==> src/hw/rtl/tsort_pkg.sv <==
// package for the dfs topological sort block
// types, opcodes, mark codes and state encoding; no dependencies
`default_nettype none
package tsort_pkg;
   localparam int MaxNodes = 64;
   localparam int NodeW = 6;
   localparam int CountW = 7;

   typedef enum logic [1:0] {
      OP_CLEAR = 2'd0,
      OP_ADD   = 2'd1,
      OP_SORT  = 2'd2,
      OP_NONE  = 2'd3
   } opcode_type;

   typedef enum logic [1:0] {
      MARK_WHITE = 2'd0,
      MARK_GREY  = 2'd1,
      MARK_BLACK = 2'd2
   } mark_type;

   typedef enum logic [3:0] {
      ST_IDLE,
      ST_CLEAR,
      ST_MARKCLR,
      ST_ROOT,
      ST_ROOTCHK,
      ST_TOPRD,
      ST_SCAN,
      ST_VISIT,
      ST_FINISH,
      ST_EMITRD,
      ST_EMIT,
      ST_CYCLE
   } state_type;
endpackage
`default_nettype wire

==> src/hw/rtl/tsort_scan.sv <==
// lowest-set-bit search over one masked adjacency row
// combinational priority unit shared by every scan step; uses tsort_pkg
`default_nettype none
module tsort_scan #(
   parameter int MAX_NODES = tsort_pkg::MaxNodes
) (
   input  wire logic [MAX_NODES-1:0]          row,
   input  wire logic [$clog2(MAX_NODES):0]    start_pos,
   input  wire logic [$clog2(MAX_NODES):0]    limit,
   output logic                               found,
   output logic [$clog2(MAX_NODES)-1:0]       pos
);
   import tsort_pkg::*;
   localparam int IW = $clog2(MAX_NODES);
   logic [MAX_NODES-1:0] rem;

   always_comb begin
      for (int i = 0; i < MAX_NODES; i++) begin
         rem[i] = row[i] && (i >= int'(start_pos)) && (i < int'(limit));
      end
      found = |rem;
      pos = '0;
      for (int i = MAX_NODES - 1; i >= 0; i--) begin
         if (rem[i]) begin
            pos = IW'(i);
         end
      end
   end
endmodule
`default_nettype wire

==> config.mk <==
export PLATFORM = sky130hd
export DESIGN_NAME = tsort_scan
export DESIGN_NICKNAME = d
export VERILOG_FILES = /design/src/hw/rtl/tsort_pkg.sv /design/src/hw/rtl/tsort_scan.sv
export SDC_FILE = /design/constraint.sdc
export NUM_CORES = 1
export LEC_CHECK = 0
export ABC_AREA = 1
export BUFFER_PORTS_ARGS = -buffer_cell sky130_fd_sc_hd__buf_2
export CORE_UTILIZATION = 53
export DETAILED_ROUTE_END_ITERATION = 8
export PLACE_DENSITY = 0.86
export SLEW_MARGIN = 30
export SYNTH_ARGS = -nofsm -noshare
export SYNTH_HDL_FRONTEND = slang
export SYNTH_SLANG_ARGS = --single-unit
export TNS_END_PERCENT = 5
==> constraint.sdc <==
create_clock -name vclk -period 6.9
set_input_delay 1.38 -clock vclk [all_inputs]
set_output_delay 1.38 -clock vclk [all_outputs]
set_load 0.01 [all_outputs]
# Yosys cells after proc, flatten, opt, wreduce, memory -nomap -nowiden
# Index checks and enable logic that the tools add are counted.
dict set report totals {
  ff_bits 0
  latch_bits 0
  ramBits 0
  rom_bits 0
  input_bits 78
  out_inout_bits 7
  wordCells 321
  mem_count 0
}
dict set report classes {
  n_addsub 0
  mul 0
  div 0
  n_lt_le_gt_ge 128
  eq_ne 0
  shift 0
  n_mux 64
  bitwise_logic 0
  reduce_logical 129
}
# op n
set ops {}
lappend ops {{$mux 6} 64}
lappend ops {{$ge 6x7->1 const A} 32}
lappend ops {{$lt 6x7->1 const A} 32}
lappend ops {{$logic_and 1x1->1} 128}
lappend ops {{$ge 5x7->1 const A} 16}
lappend ops {{$lt 5x7->1 const A} 16}
lappend ops {{$reduce_or 64->1} 1}
lappend ops {{$ge 4x7->1 const A} 8}
lappend ops {{$lt 4x7->1 const A} 8}
lappend ops {{$ge 3x7->1 const A} 4}
lappend ops {{$lt 3x7->1 const A} 4}
lappend ops {{$ge 1x7->1 const A} 2}
lappend ops {{$ge 2x7->1 const A} 2}
lappend ops {{$lt 1x7->1 const A} 2}
lappend ops {{$lt 2x7->1 const A} 2}

# Logic depth before layout (Yosys ltp)
# Gate-level depths: netlist of the first run.
dict set report logic_depth {
  ltp_word 67
  depth_mapped 69
  ltp_nobuf 68
}

# Worst setup path after synthesis of the first run
# Ideal clock, no wire load.
dict set report synth_timing {
  path_kind {input port to output port}
  from {input port limit[3]}
  to {output port pos[0]}
  arrival_ns 4.853
  required_ns 5.520
  slack_ns 0.667
  cell_stages 68
  n_path_buf 1
  cell_sequence {buf_6 nand2_4 inv_2 nand2_4 inv_1 nand2_1 nand3b_4 nand2_1 nand2_1 nand2_1 nand2_1 nand2_1 nand2_1 nand2_1 nand2_1 nand2_1 nand2_1 nand2_1 [... 32 more ...] nand2_1 nand2_1 nand2_1 nand2_1 nand2_1 nand2_1 nand2_1 nand2_1 nand2_1 nand2_1 nand2_1 nand2_1 nand2_1 nand2_1 nand2_1 nand2_1 nand2_1 a21oi_2}
}
dict set report synth_via {
  elab_chain_len 66
  elab_cells_between_ends 192
  classes_between {order compare: 64; mux: 64; reduce/logical: 64}
}
# item line_no
set synth_rtl {}
lappend synth_rtl {{start, declared} tsort_scan.sv:9} ;# input wire logic [$clog2(MAX_NODES):0] limit,
lappend synth_rtl {{$lt 6x7->1} tsort_scan.sv:19} ;# rem[i] = row[i] && (i >= int'(start_pos)) && (i < int'(limit));
lappend synth_rtl {{$logic_and 1x1->1} tsort_scan.sv:19}
lappend synth_rtl {{$mux 6 (63 in a row)} tsort_scan.sv:24} ;# if (rem[i]) begin
lappend synth_rtl {{$mux 6 *} tsort_scan.sv:24}
lappend synth_rtl {{end, declared} tsort_scan.sv:11} ;# output logic [$clog2(MAX_NODES)-1:0] pos
# Mark *: on every way between the ends. The rest lies on a longest branch, timed or not.

# Worst setup path after layout of the first run
dict set report layout_timing {
  from {input port limit[2]}
  to {output port pos[0]}
}
# The elaborated chain is that of the path after synthesis.

==> results of run 1 <==
==> worst max-delay path, delay by kind of cell <==
family / cells / cell delay (ns)
AND/OR/NAND/NOR: 66 / 3.89
AO/OA/AOI/OAI: 1 / 0.05
buffers and inverters: 2 / 0.32
==> what timing repair did <==
| action | 4_1_cts | 5_1_grt |
|---|---|---|
| setup endpoints to repair | 0 | 1 |
| resized for setup | 0 | 4 |
| buffers inserted | 0 | 4 |
==> logic make-up after synthesis <==
logic type / synth area share [%]
compound gates: 34.8
buf+inv: 16.7
simple gates: 48.5
==> cells in the mapped netlist, types with 2 or more instances <==
cell type / instances
sky130_fd_sc_hd__nand4_1: 6
sky130_fd_sc_hd__nor2_4: 2
sky130_fd_sc_hd__inv_1: 71
sky130_fd_sc_hd__o31ai_1: 3
sky130_fd_sc_hd__buf_6: 3
sky130_fd_sc_hd__o211ai_1: 2
sky130_fd_sc_hd__a31oi_1: 2
sky130_fd_sc_hd__a21oi_1: 22
sky130_fd_sc_hd__o21bai_1: 3
sky130_fd_sc_hd__nand3_1: 11
sky130_fd_sc_hd__o21ai_0: 35
sky130_fd_sc_hd__o21ai_4: 2
sky130_fd_sc_hd__clkinv_1: 4
sky130_fd_sc_hd__o2111a_1: 2
sky130_fd_sc_hd__o2111ai_1: 31
sky130_fd_sc_hd__nand2_2: 2
sky130_fd_sc_hd__nor2_2: 4
sky130_fd_sc_hd__a211oi_1: 2
sky130_fd_sc_hd__nor2_1: 63
sky130_fd_sc_hd__inv_2: 6
sky130_fd_sc_hd__nand2_4: 6
sky130_fd_sc_hd__nand2_1: 124
sky130_fd_sc_hd__nor3_1: 6
sky130_fd_sc_hd__a21boi_0: 2
sky130_fd_sc_hd__nor4_1: 10
sky130_fd_sc_hd__and3_2: 2
==> path summary, 6_finish.rpt <==
kind / startpoint / endpoint / cells after the start
max: limit[2] / pos[0] / 69
min: row[1] / pos[0] / 4
==> stage by stage <==
stage	power, W	setup WS (ns)	setup TNS (ns)	cell area, sq um
finish	0.000216	-0.102	-0.102	2780
global route	0.000240	-0.888	-0.888	2780
CTS	0.000206	0.0228	0	2740
detailed placement	0.000205	0.0446	0	2740
global placement	0.000202	0.149	0	2740
floorplan	0.000134	0.667	0	2190
==> routing by layer <==
metal	share of wire [%]	wire length, um	GRT usage, %	vias up
met2	45	4060	68.4	243
met3	11	1010	3.79	40
met5	0	0	0	-
met1	40	3630	53.2	1475
li1	-	-	-	1688
met4	3.6	327	17.8	0
==> power groups by stage <==
stage / combinational [W] / sequential [W] / clock (W)
after floorplan: 0.000134 / 0 / 0
after global placement: 0.000202 / 0 / 0
after detailed placement: 0.000205 / 0 / 0
after CTS: 0.000206 / 0 / 0
after global routing: 0.000240 / 0 / 0
final: 0.000216 / 0 / 0
==> area by class of cell <==
cell class	count	area (sq um)
fill	403	1190
inverter	82	314
tap	50	62.6
timing repair buffer	104	568
multi-input combinational	351	1840
==> results by stage, run 1 <==
Placed design:
- The count of input and output buffers is 85.
- The detailed placer's ending HPWL is 7080 um.
- The placer's final routability congestion estimate is 1.03.
- The cell count after placement is 583.

Global routing:
- Entering global routing, the biggest net connects 15 pins.
- The number of antenna violations at the first check in global routing is 0.
- Summed over all layers, the global routing overflow is 0.
- Global routing used 41.1% of the available tracks.
- The global-route wire length before repair is 13,800 um.
- The via count of the first global-routing pass is 2,991.

Pwr:
- The internal portion of the total power is 0.0000803 W.
- The power density of the placed cells is 77.6 nW/um^2.
- The share of total power dissipated in the clock network is 0%.
- The sequential power share is 0%.
- Combinational logic burns 100.0% of the power.
- For this design the static power due to leakage is 1.62 nW.
- The maximum vdd drop is 45.8 uV.
- The switching share of power is 62.8%.
- In this run the power spent charging and discharging nets is 0.000136 W.

Finish:
- In the layout the commonest cells are sky130_fd_sc_hd__nand2_1, sky130_fd_sc_hd__buf_2, sky130_fd_sc_hd__inv_1.
- The repair_antennas step left the layout with diodes totalling 0.
- Cells fill 70.1% of the core in the end.
- The sequential standard cell area is 0 sq um.
- Counting the clock-network buffers in the layout gives 0.
- In the finished design the tool counted flip-flops and latches totalling 0.
- The post-synthesis to final-layout area growth is 27.0%.
- Leaving out fill and tap cells, the most frequent cell in the layout is sky130_fd_sc_hd__nand2_1.
- The count of nets after finishing is 617.
- The fraction of layout instances using a drive strength above 1 is 25.0%.
- The final instance count without filler cells is 587.

STA:
- The share of the cycle needed by the critical path after routing is 101%.
- The worst pin sits at a relative slew slack of 60.9%.
- Final hold analysis gives a worst-case slack of 3.18 ns.
- The post-layout minimum cycle time is 7.00 ns.
- The measured slew at the worst slew-check pin is 0.581 ns.
- The number of pins exceeding their max-slew limit in the final report was 0.
- The hold violation total from the final report is 0.
- The maximum clock frequency is 143 MHz.
- Setup repair after global routing could not meet its margin everywhere.
- Setup violations remaining at the end of the flow were counted as 1.
- Once routing completed, OpenROAD measured the worst setup slack at -0.102 ns.

Run status:
- The final reports fail on setup timing.
- The run finished, with violations left.

Synth:
- Summing every instance area after synthesis gives 2190 sq um.
- The synthesized instance count is 438.
- The count of cell types in the netlist is 38.
- The number of warnings issued by yosys is 0.
- The synthesized area divided by synthesized cell count is 5.00 sq um.
- The post-synthesis sequential area ratio is 0%.
- By area the synthesized netlist is led by sky130_fd_sc_hd__nand2_1, sky130_fd_sc_hd__o2111ai_1, sky130_fd_sc_hd__inv_1.
- Of all cell types, the one taking the most synthesized area is sky130_fd_sc_hd__nand2_1.
- Of the post-synthesis cell area, the dominant cell type holds 21.2%.
- The net count after synthesis is 516.

Setup path:
- Counting stages on the worst path, the most repeated cell is sky130_fd_sc_hd__nand2_1.
- STA classifies the critical path startpoint as an input pin.
- The worst stage delay on the critical path is 0.19 ns.
- The setup path with the least slack is of type in -> out.
- STA puts the critical path data arrival time at 5.62 ns.
- Of all nets on the critical path, the largest fanout is 7.
- The endpoint type of the worst setup path is a primary output.
- The library cell contributing the largest single delay on the critical path is sky130_fd_sc_hd__nand2_1.
- The required time at the worst-slack endpoint is 5.52 ns.

Floorplan:
- The core area is 3970 sq um.
- The placement row count is 23.
- The die footprint is 4400 sq um.
- In this run the vertical extent of the chip is 66.3 um.
- The initial utilization of the core area, before any placement, comes to 55.2%.
- The die is 66.3 um wide.
- The count of boundary I/O pins is 85.

Job:
- The number of maximum-capacitance constraint violations is 0.

Detailed routing:
- The total number of vias is 3,446.
- The number of search-and-repair iterations in the first detailed-routing pass is 5.
- The number of nets still failing antenna checks after routing is 0.
- For this block, the routed nets add up to 9030 um of wire.
- For this block, the initial DRC count from the detailed router was 269.
- The post-detailed-route DRC marker count is 0.
- After detailed routing, the number of vias per cell comes to 5.87.
- The wire length per cell is 15.4 um.

Clock network:
- For this design, the CTS-stage hold fixing added 0 buffers.

Min path:
- The worst hold-check path type is in -> out.
Note: power is estimated with default switching activity, not from simulation.
==> run 2, diff against run 1 <==
--- a/config.mk
+++ b/config.mk
@@ -7,9 +7,10 @@
 export LEC_CHECK = 0
 export ABC_AREA = 1
 export BUFFER_PORTS_ARGS = -buffer_cell sky130_fd_sc_hd__buf_2
-export CORE_UTILIZATION = 53
+export CAP_MARGIN = 20
+export CORE_UTILIZATION = 45
 export DETAILED_ROUTE_END_ITERATION = 8
-export PLACE_DENSITY = 0.86
+export PLACE_DENSITY = 0.75
 export SLEW_MARGIN = 30
 export SYNTH_ARGS = -nofsm -noshare
 export SYNTH_HDL_FRONTEND = slang
==> results by stage, run 2 (synthesized netlist as in run 1, its figures left out) <==
Run status:
- The run finished with clean final reports.

Global routing:
- The pin count of the biggest net entering global routing is 15.
- Global routing finished with a remaining overflow of 0.
- The total global routing track utilization is 35.3%.
- The number of antenna violations at the first check in global routing was 0.
- The global-route wire length before repair is 14,300 um.
- The via count of the first global-routing pass is 3,093.

Placed design:
- Routability-driven placement finished with a final weighted congestion of 1.00.
- Including well taps, the total number of placed cells is 593.
- The detailed placer's ending HPWL is 7380 um.
- The count of input and output buffers is 85.

Floorplan:
- The total area inside the core boundary comes to 4690 sq um.
- The starting utilization of the core area is 46.7%.
- Pin placement for this block handled 85 I/O pins.
- In this run the horizontal extent of the chip is 71.8 um.
- The die covers 5150 sq um.
- The overall die height is 71.8 um.
- The placement row count is 25.

Setup path:
- The signal arrival time at the worst endpoint is 5.46 ns.
- Counting stages on the worst path, the most repeated cell is sky130_fd_sc_hd__nand2_1.
- The setup path with the least slack is of type in -> out.
- STA classifies the critical path endpoint as a primary output.
- The critical path launch point type is an input pin.
- The largest single stage delay on the critical path is 0.18 ns.
- Along the worst path, the maximum fanout reaches 4.
- For the worst setup path, the data required time is 5.52 ns.
- The origin of the worst setup path is start_pos[5].
- The slowest stage of the critical path is the sky130_fd_sc_hd__nand4_1 cell.

Finish:
- In the finished layout, the clock tree contains a buffer count of 0.
- The flip-flop and latch count is 0.
- The repair_antennas step left the layout with diodes totalling 0.
- The finished layout holds 597 standard cells, fillers aside.
- Relative to the synthesized area, the layout overhead comes to 29.6%.
- In the layout the commonest cells are sky130_fd_sc_hd__nand2_1, sky130_fd_sc_hd__buf_2, sky130_fd_sc_hd__inv_1.
- The fraction of layout instances using a drive strength above 1 is 26.2%.
- The fraction of the core area covered by cells at the end of the flow is 60.5%.
- At the end of the flow, the number of nets in the layout was 623.
- Summing all flip-flop and latch instances after layout gives 0 sq um.
- The most common library cell in the layout ignoring fill and taps is sky130_fd_sc_hd__nand2_1.

STA:
- Setup repair after global routing could not meet its margin everywhere.
- The measured slew at the worst slew-check pin is 0.592 ns.
- The number of pins exceeding their max-slew limit in the final report was 0.
- The share of the cycle needed by the critical path after routing is 99.1%.
- Setup violations remaining at the end of the flow were counted as 0.
- The post-layout minimum cycle time is 6.84 ns.
- The maximum clock frequency is 146 MHz.
- Setup total negative slack on the finished layout was measured at 0 ns.
- The hold violation total from the final report is 0.
- The worst slew slack as a fraction of its limit is 60.4%.

Detailed routing:
- The via density per instance is 5.74.
- The number of violations reported at the end of detailed-routing iteration 0 is 280.
- The first TritonRoute pass finished after 5 iterations.
- The number of nets still failing antenna checks after routing is 0.
- The total number of vias is 3,428.
- In the routed design, unresolved DRC markers number 0.
- After detailed routing, the total wire length is 9100 um.
- In the final routed layout, each cell accounts on average for 15.2 um.

Pwr:
- Across the VDD grid, the largest voltage drop is 38.9 uV.
- After layout, the design draws a total of 0.000218 W.
- The reported leakage power is 1.66 nW.
- For this design the ratio of total power to cell area is 76.7 nW/um^2.

Min path:
- In this run the worst hold path is classified as in -> out.
- The worst hold path begins at row[1].

Job:
- Max-cap violations in this run came to 0.

Clock network:
- For this design, the CTS-stage hold fixing added 0 buffers.
## run 2: layer usage
metal,track usage [%],share of wire [%],vias up
met1,46.2,41,1489
met3,2.81,9.8,39
met4,13.3,3.3,0
met2,60.1,46,203
met5,0,0,-
li1,-,-,1697
## run 2: worst max-delay path: cells and delay by family
family	cells	cell delay [ns]
AO/OA/AOI/OAI	2	0.21
buffers and inverters	3	0.32
AND/OR/NAND/NOR	62	3.59
## run 2: stage by stage
stage | setup WS, ns | instance area [sq um] | hold slack (ns)
global placement | 0.158 | 2790 | 3.18
finish | 0.0649 | 2840 | 3.19
floorplan | 0.667 | 2190 | 2.96
CTS | 0.0990 | 2790 | 3.19
detailed placement | 0.118 | 2790 | 3.19
global route | -0.647 | 2840 | 3.24
## run 2: repair_timing
action	4_1_cts	5_1_grt
setup endpoints to repair	0	1
resized for setup	0	8
setup buffers	0	4
## run 2: layout make-up
| cell class | count | area (sq um) |
|---|---|---|
| timing repair buffer | 110 | 619 |
| tap | 54 | 67.6 |
| multi-input combinational | 351 | 1840 |
| fill | 498 | 1850 |
| inverter | 82 | 314 |
## run 2: final timing paths
check                 depth (start not counted)  slack [ns]      to
worst max-delay path                         67        0.06  pos[0]
worst min-delay path                          4        3.19  pos[0]
## run 2: power breakdown
part	internal (W)	switching, W
clock	0	0
sequential	0	0
combinational	0.0000829	0.000135
